**config.mk**
```make
export PLATFORM = sky130hd
export DESIGN_NAME = delta_rle_sprite_decoder
export DESIGN_NICKNAME = d
export VERILOG_FILES = /design/src/design/drsd_pkg.sv /design/src/design/drsd_front.sv /design/src/design/drsd_cmd_fifo.sv /design/src/design/drsd_back.sv /design/src/design/delta_rle_sprite_decoder.sv
export SDC_FILE = /design/constraint.sdc
export NUM_CORES = 2
export LEC_CHECK = 0
export BUFFER_PORTS_ARGS = -buffer_cell sky130_fd_sc_hd__buf_4
export CORE_MARGIN = 2
export CORE_UTILIZATION = 50
export CTS_CLUSTER_SIZE = 40
export DETAILED_ROUTE_END_ITERATION = 8
export PLACE_DENSITY = 0.75
export SLEW_MARGIN = 20
export SYNTH_ARGS = -nofsm -noshare
export SYNTH_HDL_FRONTEND = slang
export SYNTH_HIERARCHICAL = 1
export SYNTH_SLANG_ARGS = --single-unit
```
**constraint.sdc**
```tcl
create_clock -name i_clk -period 7 [get_ports i_clk]
set_clock_uncertainty 0.2 [all_clocks]
set_input_delay 0.7 -clock i_clk [delete_from_list [all_inputs] [get_ports i_clk]]
set_output_delay 0.7 -clock i_clk [all_outputs]
set_load 0.01 [all_outputs]
```
**src/design/drsd_pkg.sv**
```systemverilog
`timescale 1ns / 1ps
`default_nettype none
// ----------------------------------------------------------------------------
// drsd_pkg: shared types and constants of the delta RLE sprite decoder
// Command word between the stream parser and the span engine, result word,
// address and queue sizing.
// ----------------------------------------------------------------------------
package drsd_pkg;

    localparam int ADDR_BITS  = 20;
    localparam int DEST_W     = 20;
    localparam int LEN_W      = 7;
    localparam int OP_W       = 18;
    localparam int PROD_W     = 2 * OP_W;
    localparam int BS_W       = ADDR_BITS + 1;
    localparam int HDR_BYTES  = 8;
    localparam int Q_DEPTH    = 4;
    localparam int Q_AW       = $clog2(Q_DEPTH);

    localparam logic [DEST_W-1:0] DEST_MASK = DEST_W'((64'd1 << ADDR_BITS) - 64'd1);
    localparam logic [BS_W-1:0]   BUF_CAP   = BS_W'(64'd1 << ADDR_BITS);
    localparam logic [BS_W-1:0]   HDR_SIZE  = BS_W'(HDR_BYTES);

    typedef enum logic [1:0] {
        CMD_HDR,
        CMD_PIX,
        CMD_SETPTR,
        CMD_DONE
    } t_cmd_kind;

    typedef struct packed {
        t_cmd_kind               kind;
        logic                    fin;
        logic signed [OP_W-1:0]  op_a;
        logic signed [OP_W-1:0]  op_b;
        logic [15:0]             x_off;
        logic [LEN_W-1:0]        len;
        logic [7:0]              val;
    } t_cmd;

    typedef struct packed {
        logic [DEST_W-1:0] dest_address;
        logic [LEN_W-1:0]  span_length;
        logic [7:0]        pixel_value;
        logic              out_of_range;
        logic              image_done;
    } t_result;

endpackage
`default_nettype wire

```
**src/design/drsd_front.sv**
```systemverilog
`timescale 1ns / 1ps
`default_nettype none
// ----------------------------------------------------------------------------
// drsd_front: stream parser
// Walks header, control words, offsets and run bytes; issues one span
// command per byte that produces or prepares a write.
// ----------------------------------------------------------------------------
module drsd_front (
    input  wire logic           i_clk,
    input  wire logic           i_rst_n,
    input  wire logic           i_accept,
    input  wire logic [7:0]     i_data_byte,
    input  wire logic           i_image_start,
    output drsd_pkg::t_cmd      o_cmd,
    output logic                o_cmd_push
);
    import drsd_pkg::*;

    typedef enum logic [3:0] {
        PH_WAIT, PH_HDR, PH_CTRL_LO, PH_CTRL_HI, PH_X_LO, PH_X_HI, PH_Y_LO,
        PH_Y_HI, PH_LIT, PH_RUNHDR, PH_FILLVAL, PH_RUNLIT, PH_DONE
    } t_phase;

    t_phase        r_phase, n_phase;
    logic [2:0]    r_cnt, n_cnt;
    logic [7:0]    r_low, n_low;
    logic [15:0]   r_hw0, n_hw0, r_hw1, n_hw1, r_hw2, n_hw2;
    logic [15:0]   r_width, n_width;
    logic          r_rle, n_rle;
    logic [14:0]   r_chunk_rem, n_chunk_rem;
    logic [6:0]    r_run_rem, n_run_rem;
    logic [15:0]   r_xoff, n_xoff;

    always_comb begin
        t_phase      eff_phase;
        logic [2:0]  idx;
        logic [15:0] word;
        logic [15:0] w16;
        logic [6:0]  rl;
        logic [14:0] rem_new;
        logic [6:0]  run_new;

        n_phase     = r_phase;
        n_cnt       = r_cnt;
        n_low       = r_low;
        n_hw0       = r_hw0;
        n_hw1       = r_hw1;
        n_hw2       = r_hw2;
        n_width     = r_width;
        n_rle       = r_rle;
        n_chunk_rem = r_chunk_rem;
        n_run_rem   = r_run_rem;
        n_xoff      = r_xoff;
        o_cmd       = '0;
        o_cmd_push  = 1'b0;

        eff_phase = i_image_start ? PH_HDR : r_phase;
        idx       = i_image_start ? 3'd0 : r_cnt;
        word      = {i_data_byte, r_low};
        w16       = r_hw2 - r_hw0 + 16'd1;
        rl        = i_data_byte[7:1];
        rem_new   = (r_chunk_rem > 15'(rl)) ? r_chunk_rem - 15'(rl) : 15'd0;
        run_new   = (r_run_rem != 7'd0) ? r_run_rem - 7'd1 : 7'd0;

        if (i_accept) begin
            unique case (eff_phase)
                PH_HDR: begin
                    o_cmd_push   = 1'b1;
                    o_cmd.kind   = CMD_HDR;
                    o_cmd.x_off  = 16'(idx);
                    o_cmd.len    = LEN_W'(1);
                    o_cmd.val    = i_data_byte;
                    if (idx[0]) begin
                        unique case (idx[2:1])
                            2'd0: n_hw0 = word;
                            2'd1: n_hw1 = word;
                            2'd2: n_hw2 = word;
                            2'd3: ;
                        endcase
                    end else begin
                        n_low = i_data_byte;
                    end
                    if (idx == 3'd7) begin
                        o_cmd.fin  = 1'b1;
                        o_cmd.op_a = OP_W'($signed(w16));
                        o_cmd.op_b = OP_W'($signed(word)) - OP_W'($signed(r_hw1))
                                     + OP_W'(1);
                        n_width    = w16;
                        n_cnt      = 3'd0;
                        n_phase    = PH_CTRL_LO;
                    end else begin
                        n_cnt   = idx + 3'd1;
                        n_phase = PH_HDR;
                    end
                end
                PH_CTRL_LO: begin
                    n_low   = i_data_byte;
                    n_phase = PH_CTRL_HI;
                end
                PH_CTRL_HI: begin
                    if (word == 16'd0) begin
                        o_cmd_push = 1'b1;
                        o_cmd.kind = CMD_DONE;
                        n_phase    = PH_DONE;
                    end else begin
                        n_rle       = word[0];
                        n_chunk_rem = word[15:1];
                        n_phase     = PH_X_LO;
                    end
                end
                PH_X_LO: begin
                    n_low   = i_data_byte;
                    n_phase = PH_X_HI;
                end
                PH_X_HI: begin
                    n_xoff  = word;
                    n_phase = PH_Y_LO;
                end
                PH_Y_LO: begin
                    n_low   = i_data_byte;
                    n_phase = PH_Y_HI;
                end
                PH_Y_HI: begin
                    o_cmd_push  = 1'b1;
                    o_cmd.kind  = CMD_SETPTR;
                    o_cmd.op_a  = OP_W'($signed(word));
                    o_cmd.op_b  = OP_W'($signed(r_width));
                    o_cmd.x_off = r_xoff;
                    if (r_chunk_rem == 15'd0) begin
                        n_phase = PH_CTRL_LO;
                    end else begin
                        n_phase = r_rle ? PH_RUNHDR : PH_LIT;
                    end
                end
                PH_LIT: begin
                    o_cmd_push = 1'b1;
                    o_cmd.kind = CMD_PIX;
                    o_cmd.len  = LEN_W'(1);
                    o_cmd.val  = i_data_byte;
                    if (r_chunk_rem <= 15'd1) begin
                        n_chunk_rem = 15'd0;
                        n_phase     = PH_CTRL_LO;
                    end else begin
                        n_chunk_rem = r_chunk_rem - 15'd1;
                    end
                end
                PH_RUNHDR: begin
                    n_run_rem   = rl;
                    n_chunk_rem = rem_new;
                    if (i_data_byte[0]) begin
                        n_phase = PH_FILLVAL;
                    end else if (rl != 7'd0) begin
                        n_phase = PH_RUNLIT;
                    end else begin
                        n_phase = (rem_new == 15'd0) ? PH_CTRL_LO : PH_RUNHDR;
                    end
                end
                PH_FILLVAL: begin
                    n_run_rem = 7'd0;
                    n_phase   = (r_chunk_rem == 15'd0) ? PH_CTRL_LO : PH_RUNHDR;
                    if (r_run_rem != 7'd0) begin
                        o_cmd_push = 1'b1;
                        o_cmd.kind = CMD_PIX;
                        o_cmd.len  = r_run_rem;
                        o_cmd.val  = i_data_byte;
                    end
                end
                PH_RUNLIT: begin
                    o_cmd_push = 1'b1;
                    o_cmd.kind = CMD_PIX;
                    o_cmd.len  = LEN_W'(1);
                    o_cmd.val  = i_data_byte;
                    n_run_rem  = run_new;
                    if (run_new == 7'd0) begin
                        n_phase = (r_chunk_rem == 15'd0) ? PH_CTRL_LO : PH_RUNHDR;
                    end
                end
                default: ;
            endcase
        end
    end

    always_ff @(posedge i_clk) begin
        if (!i_rst_n) begin
            r_phase     <= PH_WAIT;
            r_cnt       <= 3'd0;
            r_low       <= 8'd0;
            r_hw0       <= 16'd0;
            r_hw1       <= 16'd0;
            r_hw2       <= 16'd0;
            r_width     <= 16'd0;
            r_rle       <= 1'b0;
            r_chunk_rem <= 15'd0;
            r_run_rem   <= 7'd0;
            r_xoff      <= 16'd0;
        end else begin
            r_phase     <= n_phase;
            r_cnt       <= n_cnt;
            r_low       <= n_low;
            r_hw0       <= n_hw0;
            r_hw1       <= n_hw1;
            r_hw2       <= n_hw2;
            r_width     <= n_width;
            r_rle       <= n_rle;
            r_chunk_rem <= n_chunk_rem;
            r_run_rem   <= n_run_rem;
            r_xoff      <= n_xoff;
        end
    end

endmodule
`default_nettype wire

```
**src/design/drsd_cmd_fifo.sv**
```systemverilog
`timescale 1ns / 1ps
`default_nettype none
// ----------------------------------------------------------------------------
// drsd_cmd_fifo: command queue
// Short queue between the parser and the span engine.
// ----------------------------------------------------------------------------
module drsd_cmd_fifo (
    input  wire logic           i_clk,
    input  wire logic           i_rst_n,
    input  wire logic           i_push,
    input  wire drsd_pkg::t_cmd i_cmd,
    input  wire logic           i_pop,
    output drsd_pkg::t_cmd      o_cmd,
    output logic                o_full,
    output logic                o_empty
);
    import drsd_pkg::*;

    t_cmd            r_mem [Q_DEPTH];
    logic [Q_AW-1:0] r_wp, r_rp;
    logic [Q_AW:0]   r_cnt;
    logic            do_push, do_pop;

    assign o_full  = (r_cnt == (Q_AW + 1)'(Q_DEPTH));
    assign o_empty = (r_cnt == '0);
    assign do_push = i_push && !o_full;
    assign do_pop  = i_pop && !o_empty;
    assign o_cmd   = r_mem[r_rp];

    always_ff @(posedge i_clk) begin
        if (do_push) begin
            r_mem[r_wp] <= i_cmd;
        end
    end

    always_ff @(posedge i_clk) begin
        if (!i_rst_n) begin
            r_wp  <= '0;
            r_rp  <= '0;
            r_cnt <= '0;
        end else begin
            if (do_push) r_wp <= r_wp + Q_AW'(1);
            if (do_pop)  r_rp <= r_rp + Q_AW'(1);
            r_cnt <= r_cnt + (Q_AW + 1)'(do_push) - (Q_AW + 1)'(do_pop);
        end
    end

endmodule
`default_nettype wire

```
**src/design/drsd_back.sv**
```systemverilog
`timescale 1ns / 1ps
`default_nettype none
// ----------------------------------------------------------------------------
// drsd_back: span engine
// Registered multiply for row offset and buffer size, then write pointer
// update, range check and a result queue.
// ----------------------------------------------------------------------------
module drsd_back (
    input  wire logic           i_clk,
    input  wire logic           i_rst_n,
    input  wire drsd_pkg::t_cmd i_cmd,
    input  wire logic           i_cmd_empty,
    output logic                o_cmd_pop,
    input  wire logic           i_pop,
    output drsd_pkg::t_result   o_res,
    output logic                o_empty
);
    import drsd_pkg::*;

    logic                     r_a_valid;
    t_cmd                     r_a_cmd;
    logic signed [PROD_W-1:0] r_a_prod;
    logic signed [PROD_W-1:0] prod;
    logic signed [PROD_W-1:0] r_ptr, n_ptr;
    logic [BS_W-1:0]          r_bufsize, n_bufsize;

    t_result                  r_oq [Q_DEPTH];
    logic [Q_AW-1:0]          r_oq_wp, r_oq_rp;
    logic [Q_AW:0]            r_oq_cnt;
    logic                     oq_full, oq_push, oq_pop;

    logic                     needs_out, advance, fire;
    t_result                  res;

    assign prod      = i_cmd.op_a * i_cmd.op_b;
    assign needs_out = (r_a_cmd.kind != CMD_SETPTR);
    assign oq_full   = (r_oq_cnt == (Q_AW + 1)'(Q_DEPTH));
    assign advance   = !r_a_valid || !needs_out || !oq_full;
    assign fire      = r_a_valid && advance;
    assign o_cmd_pop = advance && !i_cmd_empty;
    assign oq_push   = fire && needs_out;
    assign o_empty   = (r_oq_cnt == '0);
    assign oq_pop    = i_pop && !o_empty;
    assign o_res     = r_oq[r_oq_rp];

    always_ff @(posedge i_clk) begin
        if (!i_rst_n) begin
            r_a_valid <= 1'b0;
        end else if (advance) begin
            r_a_valid <= !i_cmd_empty;
        end
    end

    always_ff @(posedge i_clk) begin
        if (advance) begin
            r_a_cmd  <= i_cmd;
            r_a_prod <= prod;
        end
    end

    always_comb begin
        logic signed [PROD_W-1:0] end_pos;
        logic signed [PROD_W-1:0] size_sum;
        logic signed [PROD_W-1:0] bs_ext;

        n_ptr     = r_ptr;
        n_bufsize = r_bufsize;
        res       = '0;
        end_pos   = r_ptr + PROD_W'(r_a_cmd.len);
        size_sum  = r_a_prod + PROD_W'(HDR_BYTES);
        bs_ext    = $signed(PROD_W'(r_bufsize));

        unique case (r_a_cmd.kind)
            CMD_HDR: begin
                res.dest_address = DEST_W'(r_a_cmd.x_off[2:0]);
                res.span_length  = r_a_cmd.len;
                res.pixel_value  = r_a_cmd.val;
                if (r_a_cmd.fin) begin
                    if (r_a_cmd.op_a <= 0 || r_a_cmd.op_b <= 0) begin
                        n_bufsize = HDR_SIZE;
                    end else if (size_sum > $signed(PROD_W'(BUF_CAP))) begin
                        n_bufsize = BUF_CAP;
                    end else begin
                        n_bufsize = size_sum[BS_W-1:0];
                    end
                end
            end
            CMD_PIX: begin
                res.dest_address = r_ptr[DEST_W-1:0] & DEST_MASK;
                res.span_length  = r_a_cmd.len;
                res.pixel_value  = r_a_cmd.val;
                res.out_of_range = r_ptr[PROD_W-1] || (end_pos > bs_ext);
                n_ptr            = end_pos;
            end
            CMD_SETPTR: begin
                n_ptr = r_a_prod + PROD_W'($signed(r_a_cmd.x_off))
                        + PROD_W'(HDR_BYTES);
            end
            CMD_DONE: begin
                res.image_done = 1'b1;
            end
        endcase
    end

    always_ff @(posedge i_clk) begin
        if (!i_rst_n) begin
            r_ptr     <= '0;
            r_bufsize <= '0;
        end else if (fire) begin
            r_ptr     <= n_ptr;
            r_bufsize <= n_bufsize;
        end
    end

    always_ff @(posedge i_clk) begin
        if (oq_push) begin
            r_oq[r_oq_wp] <= res;
        end
    end

    always_ff @(posedge i_clk) begin
        if (!i_rst_n) begin
            r_oq_wp  <= '0;
            r_oq_rp  <= '0;
            r_oq_cnt <= '0;
        end else begin
            if (oq_push) r_oq_wp <= r_oq_wp + Q_AW'(1);
            if (oq_pop)  r_oq_rp <= r_oq_rp + Q_AW'(1);
            r_oq_cnt <= r_oq_cnt + (Q_AW + 1)'(oq_push) - (Q_AW + 1)'(oq_pop);
        end
    end

endmodule
`default_nettype wire

```
**src/design/delta_rle_sprite_decoder.sv**
```systemverilog
`timescale 1ns / 1ps
`default_nettype none
// ----------------------------------------------------------------------------
// delta_rle_sprite_decoder: delta/RLE sprite stream to write spans
// Parser front end, command queue and span engine with a result queue.
// ----------------------------------------------------------------------------
// Takes one stream byte per cycle while full is low and gives at most one
// write span per byte; a fill run comes out as one span. The command queue
// is written at the accepting edge; the registered multiplier (row offset
// and buffer size) is loaded from it, and then the pointer update and range
// check write into the result queue. Both queues hold four entries; push
// sees full while the command queue is full, which happens only when
// results are not popped.
// ----------------------------------------------------------------------------
module delta_rle_sprite_decoder (
    input  wire logic                         i_clk,
    input  wire logic                         i_rst_n,
    input  wire logic                         push,
    output logic                              full,
    input  wire logic [7:0]                   i_data_byte,
    input  wire logic                         i_image_start,
    output logic                              empty,
    input  wire logic                         pop,
    output logic [drsd_pkg::DEST_W-1:0]       o_dest_address,
    output logic [drsd_pkg::LEN_W-1:0]        o_span_length,
    output logic [7:0]                        o_pixel_value,
    output logic                              o_out_of_range,
    output logic                              o_image_done
);
    import drsd_pkg::*;

    t_cmd    front_cmd, q_cmd;
    logic    cmd_push, cmd_pop, cmd_empty;
    t_result res;

    drsd_front u_front (
        .i_clk         (i_clk),
        .i_rst_n       (i_rst_n),
        .i_accept      (push && !full),
        .i_data_byte   (i_data_byte),
        .i_image_start (i_image_start),
        .o_cmd         (front_cmd),
        .o_cmd_push    (cmd_push)
    );

    drsd_cmd_fifo u_cmd_fifo (
        .i_clk   (i_clk),
        .i_rst_n (i_rst_n),
        .i_push  (cmd_push),
        .i_cmd   (front_cmd),
        .i_pop   (cmd_pop),
        .o_cmd   (q_cmd),
        .o_full  (full),
        .o_empty (cmd_empty)
    );

    drsd_back u_back (
        .i_clk       (i_clk),
        .i_rst_n     (i_rst_n),
        .i_cmd       (q_cmd),
        .i_cmd_empty (cmd_empty),
        .o_cmd_pop   (cmd_pop),
        .i_pop       (pop),
        .o_res       (res),
        .o_empty     (empty)
    );

    assign o_dest_address = res.dest_address;
    assign o_span_length  = res.span_length;
    assign o_pixel_value  = res.pixel_value;
    assign o_out_of_range = res.out_of_range;
    assign o_image_done   = res.image_done;

    a_no_push_when_full: assert property (@(posedge i_clk) disable iff (!i_rst_n)
        full |-> !cmd_push)
        else $error("command pushed into a full queue");

    a_done_fields_clear: assert property (@(posedge i_clk) disable iff (!i_rst_n)
        (!empty && o_image_done) |-> (o_span_length == '0 && !o_out_of_range))
        else $error("end result carries span data");

    a_reset_empty: assert property (@(posedge i_clk)
        !i_rst_n |=> (empty && !full))
        else $error("queues not cleared by reset");

endmodule
`default_nettype wire
```
==> results by group <==
Final layout
  – Layout cells sized above 1: 0.155
  – Final std cells w/o fill: 5713
  – Area growth syn-to-layout: 13.0%
  – ANT cells: 0
  – # nets final: 5029

Die
  – Die Ht: 312 um
  – Die area: a little under 0.1 mm2
  – Core box area: roughly 0.094 mm2
  – Initial core utilization: 0.506
  – # rows: 112
  – IO Count: between 50 and 60
  – Die X: between 300 and 400 um

Yosys
  – Synth top area share: 0.339
  – Post-Syn Instances: around 4200
  – Simple-Gate Fraction of Synth Area: 0.130
  – Synth Area in Adders: 0.217
  – Syn avg cell area: ~11 um2
  – Leading area contributor after synthesis: edfxtp_1
  – Count of different cell masters after synthesis: 97
  – Register area share after synthesis: 0.421
  – Synth Flop Type: edfxtp_1
  – EDFF count, synth: between 500 and 600
  – Syn Std Cell Area: about 0.047 mm2
  – Synthesis Warnings: 6
  – Main combinational cell family by area after synthesis: adder cells
  – Synth Area in Compound Gates: 0.0828
  – Asr flop ratio synth: 0
  – Synth top area cells: edfxtp_1 (34%), fa_1 (14%), dfxtp_1 (8.2%)
  – Multiplexer share of the synthesized area: 0.0598
  – Seq cells post-synth: 728
  – Synthesized Nets: just under 5000
  – Post-synthesis xor/xnor area fraction: 0.0296

Clock tree
  – Buffer type at the clock tree root: clkbuf_16
  – CTS max path bufs: 3
  – H-Tree Depth: 3
  – CTS Hold Buffers Added: 0
  – Reg clk slew, reported paths: ~0.06 ns
  – Worst skew pair latency: about 0.63 ns
  – CTS Buf Count: between 70 and 80
  – CTS tree: done
  – Clock sink total: 728

Routing
  – Via count: roughly 32000
  – Average wire per standard cell: about 20 um
  – Drt first-iter violations: ~2900
  – Post-route ant nets: 0
  – # DRC: 0
  – Routed WL: 114000 um
  – Pre-antenna DRT Iters: 6
  – DR vias/cell: 5.68

Global route
  – GRT Residual Overflow: 0
  – GRT Util Overall: 0.232
  – Vias in the first global route: between 30000 and 40000
  – Met1 usage in global routing: 0.309
  – Most Used Layer, Global Route: met2
  – Met3 GRT Util: 0.0317
  – Largest net degree at the start of global routing: 73
  – First-pass GRT wire length: roughly 180000 um
  – Met2 GRT Util: 0.391
  – Antenna violations before repair: 0

Timing
  – Post-route clock period utilization: 1.01
  – Worst-Margin Slew: about 1.1 ns
  – Slew HR: 0.270
  – Max frequency: 0.141 GHz
  – Final slew viol count: 0
  – Final Hold Viols: 0
  – Min cycle time layout: between 7 and 8 ns
  – Final WS setup: -0.0704 ns
  – RSZ-0062 raised after global routing: yes
  – Setup Viol. Count Final: 4

Critical path
  – Crit path top cell by count: fa_1
  – CP max stage cell: mux4_2
  – Nature of the critical path endpoint: flip-flop
  – WP buf/inv: 8
  – Arr. time, crit path: around 7.2 ns
  – Kind of critical path: flip-flop to flip-flop
  – WP data required: 7.17 ns
  – Critical path, cell by cell: buf_4 > buf_8 > mux4_2 > buf_6 > and2_4 > fa_1 > inv_1 > fa_1 > inv_1 > fa_1 > fa_2 > fa_1 > inv_1 > fa_1 > inv_1 > ha_4 > nand4_1 > nor4_4 > o22ai_2 > o311a_1 > xnor2_1 > buf_4
  – Startpoint types: flip-flop
  – Largest stage delay, worst path: roughly 0.64 ns
  – Worst-path fanout max: 6
  – Crit-path leading delay family: adder cells

Placed design
  – Dpl cells: roughly 5500
  – Port bufs: 51
  – Placer Congestion: about 0.93
  – DP HPWL: slightly above 80000 um

Run
  – MaxCap Viol Count: 0

Outcome
  – Failing checks: setup timing
  – Status: finished with violations

Hold path
  – Hold WC Path Type: input pin to flip-flop
  – Worst Min Path Start: i_data_byte[1]
synth_stat cells (31+ instances only):
| cell | instances |
|---|---|
| edfxtp_1 | 534 |
| inv_1 | 514 |
| nand2_1 | 448 |
| fa_1 | 336 |
| ha_1 | 282 |
| nor2_1 | 224 |
| and2_1 | 216 |
| a21oi_1 | 197 |
| dfxtp_1 | 194 |
| clkbuf_1 | 139 |
| o21ai_0 | 117 |
| mux4_2 | 107 |
| xnor2_1 | 105 |
| nand3_1 | 61 |
| xor2_1 | 55 |
| nor3_1 | 50 |
| and3_1 | 47 |
| mux2i_1 | 40 |
| nor2b_1 | 39 |
| a21o_1 | 37 |
| nand4_1 | 31 |
layer usage:
| metal | share of wire | vias to the layer above |
|---|---|---|
| li1 | - | 14900 |
| met2 | 0.49 | 1201 |
| met5 | 0 | - |
| met4 | 0.031 | 0 |
| met1 | 0.41 | 16100 |
| met3 | 0.067 | 224 |
cells by family after synthesis:
logic type / count (synthesis)
mux: 149
simple gates: 1243
flops: 728
compound gates: 602
xor+xnor: 160
fa+ha+maj: 618
buf+inv: 707
cell type report:
class / instances / area, um2
fillers: 7573 / 40100
clock buffers: 101 / 2060
flip-flops and latches: 728 / 19900
well taps: 1254 / 1570
multi-input cells: 2774 / 25100
clock inverters: 37 / 352
inverters: 515 / 1930
repair buffers: 304 / 2590
sequential cells by signal, indices dropped and copies added, names as in the netlist, 4 cells and up, named ones only:
name	count
u_back/r_a_prod	36
u_back/r_a_cmd	70
u_front/r_xoff	16
u_front/r_phase	4
u_back/r_ptr	36
u_front/r_hw2	16
u_front/r_run_rem	7
u_front/r_width	16
u_back/r_bufsize	21
u_front/r_hw0	16
u_front/r_low	8
u_front/r_chunk_rem	15
u_back/r_oq	148
u_front/r_hw1	16
u_cmd_fifo/r_mem	280
worst paths after layout:
check | endpoint | depth (start not counted) | slack [ns]
worst max-delay path | u_back/r_a_prod[32]$_DFFE_PN_ | 22 | -0.07
worst min-delay path | u_front/r_hw2[9]$_SDFFE_PN0P_ | 3 | 0.25
worst max register to register | u_back/r_a_prod[32]$_DFFE_PN_ | 22 | -0.07
worst min register to register | u_front/r_xoff[3]$_SDFFE_PN0P_ | 2 | 0.25
metrics by stage:
step | utilization | setup TNS [ns] | instance area (um2) | hold WS [ns] | setup slack [ns]
floorplan | - | -0.0218 | 47400 | 0.225 | -0.0218
global placement | 0.535 | -0.333 | 50000 | 0.239 | -0.123
detailed placement | 0.535 | -0.749 | 50000 | 0.244 | -0.199
CTS | 0.566 | -0.00475 | 53000 | 0.222 | -0.00475
global route | 0.572 | -1.95 | 53500 | 0.241 | -0.286
finish | 0.572 | -0.251 | 53500 | 0.250 | -0.0704
cells in the final DEF (no fill, tap or decap), types with 20 or more instances in the layout:
master	netlist	final
a21oi_1	197	187
clkbuf_16	0	77
a211oi_1	29	27
and2_1	216	190
inv_1	514	501
nor4_1	21	20
nor2_1	224	219
xnor2_1	105	104
fa_1	336	321
xor2_1	55	55
nor3_1	50	47
nand3_1	61	58
nand4_1	31	31
nand2_1	448	448
ha_1	282	265
o21ai_0	117	108
dfxtp_1	194	191
mux4_2	107	109
nand2b_1	30	30
buf_6	4	27
mux2i_1	40	40
and2_4	0	22
and3_1	47	47
edfxtp_1	534	534
a21o_1	37	37
nor2b_1	39	39
buf_4	8	260
worst register-to-register path, cell delays in order (launching register included):
cell and delay [ns]:
dfxtp_4 0.43, buf_4 0.15, buf_8 0.12, mux4_2 0.64
buf_6 0.19, and2_4 0.13, fa_1 0.53, inv_1 0.06
fa_1 0.48, inv_1 0.05, fa_1 0.49, fa_2 0.53
fa_1 0.55, inv_1 0.05, fa_1 0.52, inv_1 0.06
ha_4 0.28, nand4_1 0.22, nor4_4 0.34, o22ai_2 0.15
o311a_1 0.40, xnor2_1 0.14, buf_4 0.12
timing repair:
item,in CTS,in global routing
gates resized for setup,56,80
gates cloned,3,0
hold endpoints to repair,0,0
pin swaps,54,39
buffers inserted,30,30
endpoints found under the setup margin,9,16
Power is not shown: default switching activity piles up to over one toggle a cycle in this logic, so the estimate is an artifact.
